--- config.mk ---
export PLATFORM = sky130hd
export DESIGN_NAME = cdc_acm_receive_and_control
export DESIGN_NICKNAME = d
export VERILOG_FILES = /design/src/rtl/cacm_pkg.sv /design/src/rtl/cacm_ctrl.sv /design/src/rtl/cacm_datapath.sv /design/src/rtl/cdc_acm_receive_and_control.sv
export SDC_FILE = /design/constraint.sdc
export NUM_CORES = 2
export LEC_CHECK = 0
export BUFFER_PORTS_ARGS = -buffer_cell sky130_fd_sc_hd__buf_4
export CAP_MARGIN = 20
export CORE_ASPECT_RATIO = 1.4
export CORE_MARGIN = 5
export CORE_UTILIZATION = 35
export DETAILED_ROUTE_END_ITERATION = 8
export HOLD_SLACK_MARGIN = 0.12
export PLACE_DENSITY = 0.48
export SETUP_SLACK_MARGIN = 0.5
export SKIP_CTS_REPAIR_TIMING = 1
export SLEW_MARGIN = 20
export SYNTH_ARGS = -nofsm -noshare
export SYNTH_HDL_FRONTEND = slang
export SYNTH_SLANG_ARGS = --single-unit
--- constraint.sdc ---
create_clock -name clk -period 4.5 [get_ports clk]
set_clock_uncertainty 0.2 [all_clocks]
set_input_delay 0.9 -clock clk [delete_from_list [all_inputs] [get_ports clk]]
set_output_delay 0.9 -clock clk [all_outputs]
set_load 0.02 [all_outputs]
--- src/rtl/cacm_pkg.sv ---
// Shared types and constants for the CDC ACM receive and control block.
// Used by cacm_ctrl, cacm_datapath and cdc_acm_receive_and_control.
`timescale 1ns / 1ps

package cacm_pkg;

  localparam logic [2:0] CMD_BUS_RESET = 3'd0;
  localparam logic [2:0] CMD_ENUM_DONE = 3'd1;
  localparam logic [2:0] CMD_DATA      = 3'd2;
  localparam logic [2:0] CMD_SETUP     = 3'd3;
  localparam logic [2:0] CMD_POP       = 3'd4;

  localparam logic [1:0] KIND_ACK     = 2'd0;
  localparam logic [1:0] KIND_POP     = 2'd1;
  localparam logic [1:0] KIND_CTRL_IN = 2'd2;
  localparam logic [1:0] KIND_ZLP     = 2'd3;

  localparam logic [7:0] REQ_SET_CODING = 8'h20;
  localparam logic [7:0] REQ_GET_CODING = 8'h21;
  localparam logic [7:0] REQ_SET_CTRL   = 8'h22;

  localparam logic [3:0] EP_CTRL      = 4'd0;
  localparam logic [3:0] EP_DATA      = 4'd1;
  localparam logic [3:0] PKT_OUT_DATA = 4'd2;
  localparam logic [3:0] PKT_SETUP    = 4'd6;

  localparam logic [1:0] REG_BAUD     = 2'd0;
  localparam logic [1:0] REG_STOP_FMT = 2'd1;
  localparam logic [1:0] REG_PARITY   = 2'd2;
  localparam logic [1:0] REG_CHAR_LEN = 2'd3;

  localparam logic [31:0] BAUD_RESET     = 32'd115200;
  localparam logic [4:0]  CHAR_LEN_RESET = 5'd8;

  localparam int CODING_BYTES = 7;

  typedef enum logic [1:0] {
    ST_IDLE,
    ST_EXEC,
    ST_POP,
    ST_CODING
  } state_t;

  typedef struct packed {
    logic load_item;
    logic commit_simple;
    logic mem_read;
    logic commit_pop;
    logic emit_coding;
  } dp_cmd_t;

  typedef struct packed {
    logic [2:0] cmd;
    logic       is_get_coding;
    logic       fifo_empty;
    logic       coding_last;
    logic       out_free;
  } dp_status_t;

endpackage

--- src/rtl/cacm_ctrl.sv ---
// Controller state machine for the CDC ACM receive and control block.
// Drives cacm_datapath through dp_cmd_t; depends on cacm_pkg.
`timescale 1ns / 1ps

module cacm_ctrl import cacm_pkg::*; (
  input  logic       clk,
  input  logic       rst,
  input  logic       in_valid,
  output logic       in_ready,
  input  dp_status_t status,
  output dp_cmd_t    cmd
);

  state_t state;
  state_t state_next;

  always_ff @(posedge clk) begin
    if (rst) begin
      state <= ST_IDLE;
    end else begin
      state <= state_next;
    end
  end

  always_comb begin
    state_next = state;
    cmd        = '0;
    in_ready   = 1'b0;
    unique case (state)
      ST_IDLE: begin
        in_ready = !rst;
        if (in_valid && !rst) begin
          cmd.load_item = 1'b1;
          state_next    = ST_EXEC;
        end
      end
      ST_EXEC: begin
        if (status.cmd == CMD_POP && !status.fifo_empty) begin
          cmd.mem_read = 1'b1;
          state_next   = ST_POP;
        end else if (status.is_get_coding) begin
          state_next = ST_CODING;
        end else if (status.out_free) begin
          cmd.commit_simple = 1'b1;
          state_next        = ST_IDLE;
        end
      end
      ST_POP: begin
        if (status.out_free) begin
          cmd.commit_pop = 1'b1;
          state_next     = ST_IDLE;
        end
      end
      ST_CODING: begin
        if (status.out_free) begin
          cmd.emit_coding = 1'b1;
          if (status.coding_last) begin
            state_next = ST_IDLE;
          end
        end
      end
      default: state_next = ST_IDLE;
    endcase
  end

endmodule

--- src/rtl/cacm_datapath.sv ---
// Datapath: request register, receive FIFO memory and pointers, link state,
// line coding registers and the result register. Depends on cacm_pkg.
`timescale 1ns / 1ps

module cacm_datapath import cacm_pkg::*; #(
  parameter int RX_DEPTH = 256
) (
  input  logic        clk,
  input  logic        rst,
  input  logic        cfg_we,
  input  logic [1:0]  cfg_index,
  input  logic [31:0] cfg_data,
  input  logic [2:0]  in_command,
  input  logic [39:0] in_data,
  input  dp_cmd_t     cmd,
  output dp_status_t  status,
  output logic        out_valid,
  input  logic        out_ready,
  output logic [1:0]  out_kind,
  output logic        out_last,
  output logic [23:0] out_data
);

  localparam int PW = (RX_DEPTH > 1) ? $clog2(RX_DEPTH) : 1;
  localparam int DW = PW + 1;
  localparam int FW = (DW > 8) ? DW : 8;

  logic [2:0]  it_cmd;
  logic [3:0]  it_ep;
  logic [3:0]  it_stat;
  logic [7:0]  it_byte;
  logic [7:0]  it_req;
  logic [15:0] it_value;

  logic [7:0]  mem [RX_DEPTH];
  logic [7:0]  rdata;
  logic [PW-1:0] wp, rp, wp_next, rp_next, wp_inc, rp_inc;
  logic link_cfg, bus_conn, dtr, rts;
  logic link_cfg_next, bus_conn_next, dtr_next, rts_next;

  logic [31:0] baud;
  logic [1:0]  stop_fmt;
  logic [2:0]  parity;
  logic [4:0]  char_len;
  logic [2:0]  coding_idx;
  logic [7:0]  coding_byte;

  logic        setup_ok, full, empty, push, coding_last, load;
  logic [1:0]  res_kind;
  logic [7:0]  res_byte;
  logic        res_valid, res_last, res_drop;
  logic [DW-1:0] diff;
  logic [FW-1:0] fill_ext;
  logic [7:0]  fill_sat;

  always_ff @(posedge clk) begin
    if (cmd.load_item) begin
      it_cmd   <= in_command;
      it_ep    <= in_data[3:0];
      it_stat  <= in_data[7:4];
      it_byte  <= in_data[15:8];
      it_req   <= in_data[23:16];
      it_value <= in_data[39:24];
    end
  end

  always_ff @(posedge clk) begin
    if (rst) begin
      baud     <= BAUD_RESET;
      stop_fmt <= '0;
      parity   <= '0;
      char_len <= CHAR_LEN_RESET;
    end else if (cfg_we) begin
      unique case (cfg_index)
        REG_BAUD:     baud     <= cfg_data;
        REG_STOP_FMT: stop_fmt <= cfg_data[1:0];
        REG_PARITY:   parity   <= cfg_data[2:0];
        REG_CHAR_LEN: char_len <= cfg_data[4:0];
      endcase
    end
  end

  assign wp_inc   = (wp == PW'(RX_DEPTH - 1)) ? '0 : wp + 1'b1;
  assign rp_inc   = (rp == PW'(RX_DEPTH - 1)) ? '0 : rp + 1'b1;
  assign full     = (wp_inc == rp);
  assign empty    = (wp == rp);
  assign setup_ok = (it_ep == EP_CTRL) && (it_stat == PKT_SETUP);
  assign coding_last = (coding_idx == 3'(CODING_BYTES - 1));

  always_comb begin
    case (coding_idx)
      3'd0:    coding_byte = baud[7:0];
      3'd1:    coding_byte = baud[15:8];
      3'd2:    coding_byte = baud[23:16];
      3'd3:    coding_byte = baud[31:24];
      3'd4:    coding_byte = {6'd0, stop_fmt};
      3'd5:    coding_byte = {5'd0, parity};
      default: coding_byte = {3'd0, char_len};
    endcase
  end

  always_comb begin
    wp_next       = wp;
    rp_next       = rp;
    link_cfg_next = link_cfg;
    bus_conn_next = bus_conn;
    dtr_next      = dtr;
    rts_next      = rts;
    push          = 1'b0;
    res_kind      = KIND_ACK;
    res_byte      = '0;
    res_valid     = 1'b0;
    res_last      = 1'b1;
    res_drop      = 1'b0;
    if (cmd.commit_simple) begin
      case (it_cmd)
        CMD_BUS_RESET: begin
          link_cfg_next = 1'b0;
          bus_conn_next = 1'b0;
        end
        CMD_ENUM_DONE: bus_conn_next = 1'b1;
        CMD_DATA: begin
          if (it_ep == EP_DATA && it_stat == PKT_OUT_DATA) begin
            if (full) begin
              res_drop = 1'b1;
            end else begin
              push    = 1'b1;
              wp_next = wp_inc;
            end
          end
        end
        CMD_SETUP: begin
          if (setup_ok && it_req == REQ_SET_CTRL) begin
            dtr_next      = it_value[0];
            rts_next      = it_value[1];
            link_cfg_next = 1'b1;
            res_kind      = KIND_ZLP;
          end
        end
        CMD_POP: res_kind = KIND_POP;
        default: res_kind = KIND_ACK;
      endcase
    end else if (cmd.commit_pop) begin
      rp_next   = rp_inc;
      res_kind  = KIND_POP;
      res_byte  = rdata;
      res_valid = 1'b1;
    end else if (cmd.emit_coding) begin
      res_kind  = KIND_CTRL_IN;
      res_byte  = coding_byte;
      res_valid = 1'b1;
      res_last  = coding_last;
    end
  end

  always_comb begin
    diff = {1'b0, wp_next} - {1'b0, rp_next};
    if (diff[DW-1]) begin
      diff = diff + DW'(RX_DEPTH);
    end
    fill_ext = FW'(diff);
    fill_sat = (fill_ext > FW'(255)) ? 8'hFF : fill_ext[7:0];
  end

  always_ff @(posedge clk) begin
    if (push) begin
      mem[wp] <= it_byte;
    end
    if (cmd.mem_read) begin
      rdata <= mem[rp];
    end
  end

  always_ff @(posedge clk) begin
    if (rst) begin
      wp         <= '0;
      rp         <= '0;
      link_cfg   <= 1'b0;
      bus_conn   <= 1'b0;
      dtr        <= 1'b0;
      rts        <= 1'b0;
      coding_idx <= '0;
    end else begin
      wp       <= wp_next;
      rp       <= rp_next;
      link_cfg <= link_cfg_next;
      bus_conn <= bus_conn_next;
      dtr      <= dtr_next;
      rts      <= rts_next;
      if (cmd.load_item) begin
        coding_idx <= '0;
      end else if (cmd.emit_coding) begin
        coding_idx <= coding_idx + 1'b1;
      end
    end
  end

  assign load = cmd.commit_simple | cmd.commit_pop | cmd.emit_coding;

  always_ff @(posedge clk) begin
    if (rst) begin
      out_valid <= 1'b0;
    end else if (load) begin
      out_valid <= 1'b1;
    end else if (out_ready) begin
      out_valid <= 1'b0;
    end
  end

  always_ff @(posedge clk) begin
    if (load) begin
      out_kind <= res_kind;
      out_last <= res_last;
      out_data <= {3'd0, res_drop, rts_next, dtr_next, link_cfg_next & bus_conn_next,
                   fill_sat, res_valid, res_byte};
    end
  end

  assign status.cmd           = it_cmd;
  assign status.is_get_coding = (it_cmd == CMD_SETUP) && setup_ok && (it_req == REQ_GET_CODING);
  assign status.fifo_empty    = empty;
  assign status.coding_last   = coding_last;
  assign status.out_free      = !out_valid || out_ready;

  a_push_leaves_slot: assert property (@(posedge clk) disable iff (rst)
    push |=> (wp != rp))
    else $error("write pointer caught up with read pointer");

  a_pop_has_data: assert property (@(posedge clk) disable iff (rst)
    (cmd.mem_read || cmd.commit_pop) |-> !empty)
    else $error("FIFO read while empty");

  a_coding_bound: assert property (@(posedge clk) disable iff (rst)
    cmd.emit_coding |-> (coding_idx <= 3'(CODING_BYTES - 1)))
    else $error("line coding index past last byte");

  a_coding_tail: assert property (@(posedge clk) disable iff (rst)
    (cmd.emit_coding && coding_last) |=> (out_valid && out_last))
    else $error("last line coding byte not marked last");

endmodule

--- src/rtl/cdc_acm_receive_and_control.sv ---
// Top level of the CDC ACM receive and control block.
// A request is captured in the request register, then its result is loaded into the result
// register; a pop with data first reads the FIFO memory into a registered read stage, and
// GET_LINE_CODING emits seven results in turn, one per cycle when taken by the output.
// A new request is accepted only once the result of the last one has been loaded.
// Reset: rst clears pointers, link state, DTR/RTS and restores line coding defaults;
// FIFO memory contents are left as they are, with no clearing pass.
`timescale 1ns / 1ps

module cdc_acm_receive_and_control import cacm_pkg::*; #(
  parameter int RX_DEPTH = 256
) (
  input  logic        clk,
  input  logic        rst,
  input  logic        cfg_we,
  input  logic [1:0]  cfg_index,
  input  logic [31:0] cfg_data,
  input  logic        s_axis_tvalid,
  output logic        s_axis_tready,
  // endpoint[3:0], packet_status[7:4], data_byte[15:8], request_code[23:16],
  // request_value[39:24]
  input  logic [39:0] s_axis_tdata,
  // command[2:0]
  input  logic [2:0]  s_axis_tuser,
  output logic        m_axis_tvalid,
  input  logic        m_axis_tready,
  // out_byte[7:0], byte_valid[8], fill_count[16:9], link_up[17], dtr_out[18],
  // rts_out[19], byte_dropped[20], zero[23:21]
  output logic [23:0] m_axis_tdata,
  // result_kind[1:0]
  output logic [1:0]  m_axis_tuser,
  output logic        m_axis_tlast
);

  dp_cmd_t    cmd;
  dp_status_t status;

  cacm_ctrl u_ctrl (
    .clk      (clk),
    .rst      (rst),
    .in_valid (s_axis_tvalid),
    .in_ready (s_axis_tready),
    .status   (status),
    .cmd      (cmd)
  );

  cacm_datapath #(
    .RX_DEPTH (RX_DEPTH)
  ) u_datapath (
    .clk        (clk),
    .rst        (rst),
    .cfg_we     (cfg_we),
    .cfg_index  (cfg_index),
    .cfg_data   (cfg_data),
    .in_command (s_axis_tuser),
    .in_data    (s_axis_tdata),
    .cmd        (cmd),
    .status     (status),
    .out_valid  (m_axis_tvalid),
    .out_ready  (m_axis_tready),
    .out_kind   (m_axis_tuser),
    .out_last   (m_axis_tlast),
    .out_data   (m_axis_tdata)
  );

endmodule

Word-level counts from Yosys, hierarchy flattened
Memory sizes are Yosys's and may differ from the RTL's. A register that Yosys moved wholly into a read port is not among the register bits.
Index checks and enable logic that the tools add are counted.
{"block": "totals", "output_inout_bits": 29, "word_cells": 145, "memories": 1, "ram_bits": 2048, "regBits": 121}
{"block": "classes", "addsub": 5, "eq_ne": 28, "mux": 56, "n_lt_le_gt_ge": 1, "n_bitwise": 4, "n_reduce_logical": 25}
{"name": "u_datapath.mem", "words": 256, "width": 8, "read_ports": 1, "rd_ports_with_merged_regs": 1, "wr": 1, "line_no": "cacm_datapath.sv:35", "rtl": "logic [7:0] mem [RX_DEPTH];"}
{"op": "$mux 8", "count": 10}
{"op": "$pmux 8 s6", "count": 1}
{"op": "$mux 1", "count": 29}
{"op": "$mux 2", "count": 11}
{"op": "$add 8x1->8 const B", "count": 2}
{"op": "$eq 8x6->1 const B", "count": 2}
{"op": "$eq 8x8->1", "count": 2}
{"op": "$eq 8x8->1 const B", "count": 2}
{"op": "$eq 3x2->1 const B", "count": 4}
{"op": "$eq 3x3->1 const B", "count": 4}
{"op": "$add 9x9->9 const B", "count": 1}
{"op": "$gt 9x8->1 const B", "count": 1}
{"op": "$mux 9", "count": 1}
{"op": "$sub 8x8->9", "count": 1}
{"op": "$eq 2x2->1 const B", "count": 4}
{"op": "$pmux 2 s4", "count": 1}
{"op": "$reduce_and 2->1", "count": 4}
{"op": "$logic_and 1x1->1", "count": 7}
{"op": "$eq 3x1->1 const B", "count": 2}
{"op": "$logic_not 3->1", "count": 2}
{"op": "$reduce_and 3->1", "count": 2}
{"op": "$eq 2x1->1 const B", "count": 2}
{"op": "$eq 4x1->1 const B", "count": 1}
{"op": "$eq 4x2->1 const B", "count": 1}
{"op": "16 further kinds", "count": 22}

Depth between registers and ports, before layout
{"block": "logic_depth", "depth_word": 12, "mapped_depth": 18}

Cells and area by module
A second synthesis with hierarchy kept.
{"block": "unflattened", "hier_cells": 4365, "hier_area_um2": 85906.1}
{"mod": "cacm_datapath", "area_each_um2": 85734.7, "cells_per_inst": 4342, "n_inst": 1}
{"mod": "cacm_ctrl", "area_each_um2": 171.4, "cells_per_inst": 23, "n_inst": 1}

Worst setup path before layout
No wires, ideal clock.
{"block": "synth_timing", "path_type": "reg-to-reg", "from": "reg u_datapath.it_byte[0]", "to": "mem u_datapath.mem[0][0], data pin", "path_buffers": 0, "path_stages_with_launch": 1, "arrival_time_ns": 3.228, "slack_ns": 0.254, "required_ns": 3.483, "cell_sequence": "edfxtp_1"}
{"element": "start: declaration", "line_no": "cacm_datapath.sv:31", "rtl": "logic [7:0] it_byte;"}
{"element": "start signal: assignment", "line_no": "cacm_datapath.sv:61", "rtl": "it_byte <= in_data[15:8];"}
{"element": "end: declaration", "line_no": "cacm_datapath.sv:35"}
No word-level cell before the write port.

Worst setup path after layout
{"block": "layout_timing", "from": "reg u_datapath.wp[2]", "to": "reg u_datapath.out_data[16], data pin"}
{"block": "layout_between", "elab_chain_len": 11, "elab_cells_between_ends": 18, "classes_between": "add/sub: 3; order compare: 1; eq/ne: 3; mux: 9; reduce/logical: 2"}
{"element": "start: declaration", "line_no": "cacm_datapath.sv:37", "rtl": "logic [PW-1:0] wp, rp, wp_next, rp_next, wp_inc, rp_inc;"}
{"element": "start signal: assignment", "line_no": "cacm_datapath.sv:184", "rtl": "wp <= wp_next;"}
{"element": "$add 8x1->8 / $eq 8x8->1 (equally long branches)", "line_no": "cacm_datapath.sv:83", "rtl": "assign wp_inc = (wp == PW'(RX_DEPTH - 1)) ? '0 : wp + 1'b1;"}
{"element": "$mux 8", "line_no": "cacm_datapath.sv:83"}
{"element": "$eq 8x8->1", "line_no": "cacm_datapath.sv:85", "rtl": "assign full = (wp_inc == rp);"}
{"element": "$mux 8", "line_no": "cacm_datapath.sv:124", "rtl": "if (full) begin"}
{"element": "$mux 8", "line_no": "cacm_datapath.sv:123", "rtl": "if (it_ep == EP_DATA && it_stat == PKT_OUT_DATA) begin"}
{"element": "$mux 8", "line_no": "cacm_datapath.sv:116", "rtl": "case (it_cmd)"}
{"element": "$mux 8 *", "line_no": "cacm_datapath.sv:115", "rtl": "if (cmd.commit_simple) begin"}
{"element": "net u_datapath.wp_next[3]", "line_no": "cacm_datapath.sv:37"}
{"element": "$sub 8x8->9 *", "line_no": "cacm_datapath.sv:157", "rtl": "diff = {1'b0, wp_next} - {1'b0, rp_next};"}
{"element": "$add 9x9->9", "line_no": "cacm_datapath.sv:159", "rtl": "diff = diff + DW'(RX_DEPTH);"}
{"element": "$mux 9 *", "line_no": "cacm_datapath.sv:158", "rtl": "if (diff[DW-1]) begin"}
{"element": "$gt 9x8->1", "line_no": "cacm_datapath.sv:162", "rtl": "fill_sat = (fill_ext > FW'(255)) ? 8'hFF : fill_ext[7:0];"}
{"element": "end signal: assignment", "line_no": "cacm_datapath.sv:214", "rtl": "out_data <= {3'd0, res_drop, rts_next, dtr_next, link_cfg_next & bus_conn_next,"}
{"element": "end: declaration", "line_no": "cacm_datapath.sv:21", "rtl": "output logic [23:0] out_data"}
The timed path passes the listed nets; every way through them passes the cells marked *.
A chain may end at the register's enable or synchronous reset.

==> impl_metrics.csv <==
group,metric,value,unit
place,io_buffers,93,
synthesis,synth_xor_area_share,0.2386,%
routing,drtAntennaViolNets,0,
timing,max_clock_freq,249.9,MHz
outcome,status,"completed",
routing,drt_iter0_drc,4199,
synthesis,ys_seq_area_share,75.22,%
power,ir_drop,0.3092,mV
setup_path,crit_path_max_incr_delay,0.44,ns
clock_network,clkTransAtPathRegs,0.06,ns
clock_network,clk_latency,0.88,ns
finish,drive_gt1_share,25.12,%
synthesis,synth-compound-area-share,4.946,%
die,initial_core_util,35.13,%
worst_hold_path,hp-class,"input port to flop",
place,hpwl,168600,um
setup_path,critical_path_required,4.89,ns
global_route,grt_overflow_total,0,
synthesis,synthSimpleGateAreaFrac,4.065,%
routing,vias_per_cell,5.385,
global_route,antenna_found_initial,7,
power,seqPwrFrac,55.7,%
setup_path,path_delay_family,"compound AO/OA/AOI/OAI gates",
clock_network,clock-sinks,2177,
routing,first_pass_iters,5,
timing,setup_viol,0,
synthesis,synthAdderAreaFrac,0.2706,%
power,p_int,31.88,mW
clock_network,cts_buffers,209,
flow_run,drv_cap,0,
die,die_area,0.2559,mm^2
timing,post-route-period-util,88.94,%
synthesis,syn-cell-area,0.08601,mm^2
power,clock_power_share,43.1,%
power,p_leak,31.20,nW
synthesis,synth_area_per_cell,18.50,um^2
die,ios,111,
routing,vias,46746,
setup_path,worst-setup-path-type,"flop to flop",
synthesis,synth_mux_area_share,13.46,%
timing,fin_crit,4.002,ns
timing,hold_viol_final,0,
die,die_y,596.5,um
global_route,grt_max_degree,201,
clock_network,cts.path.max_buffers,4,
timing,hold_slack,0.2293,ns
power,switchingPower,7.960,mW
setup_path,worstSetupStartpointType,"flop",
synthesis,synth_top_family_by_area,"multiplexers",
setup_path,cp_slowest_cell,"a2111oi_4",
setup_path,crit_chain,"buf_6 > buf_4 > and2b_2 > a21oi_2 > a211oi_2 > buf_4 > a2111oi_4 > a21oi_4 > buf_4 > a21bo_2 > nand2_1 > ha_1 > o2111ai_1 > nand3_1 > o21a_1 > o21ai_1 > nand2b_1 > xnor3_1",
synthesis,postSynthRegisterBits,2177,
global_route,grt_use_total,20.17,%
timing,tightestPinTransition,1.175,ns
setup_path,path_buf_inv,4,
finish,nets,5360,
timing,slew_headroom,21.37,%
die,rows,215,
timing,rsz0062_at_grt,"yes",
setup_path,end_kind,"flop",
clock_network,cts.htree.levels,4,
clock_network,cts_tree,"done",
power,p_per_area,393.2,mW/mm^2
global_route,grt_pass1_vias,47554,
power,combPwrFrac,1.2,%
clock_network,cts-root-buf,"clkbuf_16",
setup_path,cp.arrival,4.39,ns
place,gp_congestion,0.8327,
power,swShare,19.98,%
setup_path,cp_common_cell,"buf_4",
setup_path,worstPathMaxFanout,9,
timing,slew_viol_final,0,
timing,setup_tns,0,ns
routing,routed_wl,265800,um
synthesis,synth-edff-count,2109,
synthesis,synth_ff_type,"edfxtp_1",
die,core_region_area,0.2448,mm^2
routing,wl_per_cell,30.61,um
finish,syn_to_final_growth,17.79,%
routing,drc_errors,0,
synthesis,synth_cell_types,79,
synthesis,ys_async_sr_fraction,0,%
synthesis,synth_cells,4649,
global_route,grt_pass1_wl,370800,um
die,die_x,429.0,um
synthesis,ys_warn_count,0,
==> Yosys cell counts, types with 10 or more instances <==
cell type / n / area [um^2]
dfxtp_1: 68 / 1361
o211ai_1: 19 / 142.6
nor2b_1: 24 / 150.1
o22ai_1: 27 / 168.9
a221o_1: 16 / 160.2
clkbuf_1: 123 / 461.7
nor4_1: 10 / 62.56
nand4_1: 21 / 131.4
o21ai_0: 86 / 430.4
a22oi_1: 103 / 773.2
nand2b_1: 14 / 87.58
ha_1: 17 / 212.7
nand3_2: 13 / 130.1
mux4_2: 329 / 7410
nand3b_1: 10 / 75.07
nand3_1: 72 / 360.4
nor2_1: 345 / 1295
buf_1: 21 / 78.83
mux2i_1: 379 / 3794
nor3_1: 41 / 205.2
inv_1: 20 / 75.07
a221oi_1: 63 / 551.8
buf_4: 66 / 495.5
edfxtp_1: 2109 / 63330
mux2_2: 33 / 371.6
a211oi_1: 25 / 187.7
o2111ai_1: 12 / 105.1
nand2_1: 174 / 653.1
buf_2: 85 / 425.4
a21oi_1: 124 / 620.6
o221ai_1: 27 / 236.5
a31oi_1: 21 / 131.4
xnor2_1: 15 / 131.4
==> path summary, 6_finish.rpt <==
check / from / to / slack [ns] / depth (start not counted)
worst min-delay path: cfg_index[1] / u_datapath.baud[8]$_SDFFE_PP0P_ / 0.23 / 4
worst max register to register: u_datapath.wp[2]$_SDFF_PP0_ / u_datapath.out_data[16]$_SDFFCE_PN1P_ / 0.50 / 18
worst min register to register: u_datapath.baud[0]$_SDFFE_PP0P_ / u_datapath.baud[0]$_SDFFE_PP0P_ / 0.25 / 2
worst max-delay path: u_datapath.wp[2]$_SDFF_PP0_ / u_datapath.out_data[16]$_SDFFCE_PN1P_ / 0.50 / 18
==> stage by stage <==
step           util, %  instances  power [mW]  area [um^2]  worst slack, ns
3_3_place_gp     38.29       8211       23.04        93730           0.2223
3_5_place_dp     38.29       8211       23.05        93740           0.1540
6_report         41.39       8681       39.84       101300           0.4976
4_1_cts          40.94       8585       40.20       100200           0.1256
5_1_grt          41.38       8679       41.04       101300           0.3115
2_1_floorplan        -       4651       22.83        86010           0.2543
==> power groups by stage <==
stage          logic (mW)  clock network, mW  registers, mW
6_report            0.464               17.2           22.2
5_1_grt             0.503               18.4           22.2
4_1_cts             0.428               17.6           22.2
3_5_place_dp        0.428                  0           22.6
3_3_place_gp        0.412                  0           22.6
2_1_floorplan      0.0586                  0           22.8
==> flip-flops by register name, indices dropped and copies added (netlist names), 3 cells and up <==
signal / count
u_datapath.out_data: 21
u_datapath.mem: 2048
u_datapath.it_ep: 4
u_datapath.it_stat: 4
u_datapath.rdata: 8
u_datapath.parity: 3
u_datapath.baud: 32
u_datapath.it_byte: 8
u_datapath.coding_idx: 3
u_datapath.wp: 8
u_datapath.char_len: 5
u_datapath.rp: 8
u_datapath.it_req: 8
u_datapath.it_cmd: 3
==> layout by cell type (no fill, tap or decap), types with 31 or more instances in the layout <==
| cell | n |
|---|---|
| a21oi_1 | 123 |
| a221oi_1 | 63 |
| a22oi_1 | 103 |
| buf_12 | 43 |
| buf_4 | 582 |
| clkbuf_1 | 45 |
| clkbuf_16 | 212 |
| clkinv_1 | 54 |
| clkinv_2 | 31 |
| dfxtp_1 | 56 |
| dlygate4sd3_1 | 61 |
| edfxtp_1 | 2109 |
| mux2_2 | 33 |
| mux2i_1 | 377 |
| mux4_2 | 329 |
| nand2_1 | 173 |
| nand3_1 | 69 |
| nor2_1 | 326 |
| nor3_1 | 41 |
| o21ai_0 | 85 |
==> metal layers <==
metal	GRT usage [%]	part of all wire, %
met2	35.52	51
met1	25.42	40
met4	7.211	4.1
met5	0	0
met3	2.902	4.8
==> cells by family (layout without fill, tap and decap cells) <==
logic type      after synthesis  in the layout
flops                      2177           2177
simple gates                771            771
mux                         741            741
compound gates              604            604
buf+inv                     316           1088
xor+xnor                     21             21
fa+ha+maj                    18             18
other cells                   1              6
==> area by class of cell <==
type,count,area [um^2]
multi-input combinational,2158,19990
clock inverter,109,897.1
fill,21984,143500
sequential,2177,64720
timing repair buffer,694,5951
clock buffer,265,5584
antenna,3,7.507
tap,3255,4073
inverter,20,78.83
==> tightest hold or removal path, delay by kind of cell <==
kind            cells  cell delay (ns)
compound gates      1             0.05
buf+inv             1             0.11
simple gates        2             0.18
(Power assumes the default switching activity.)
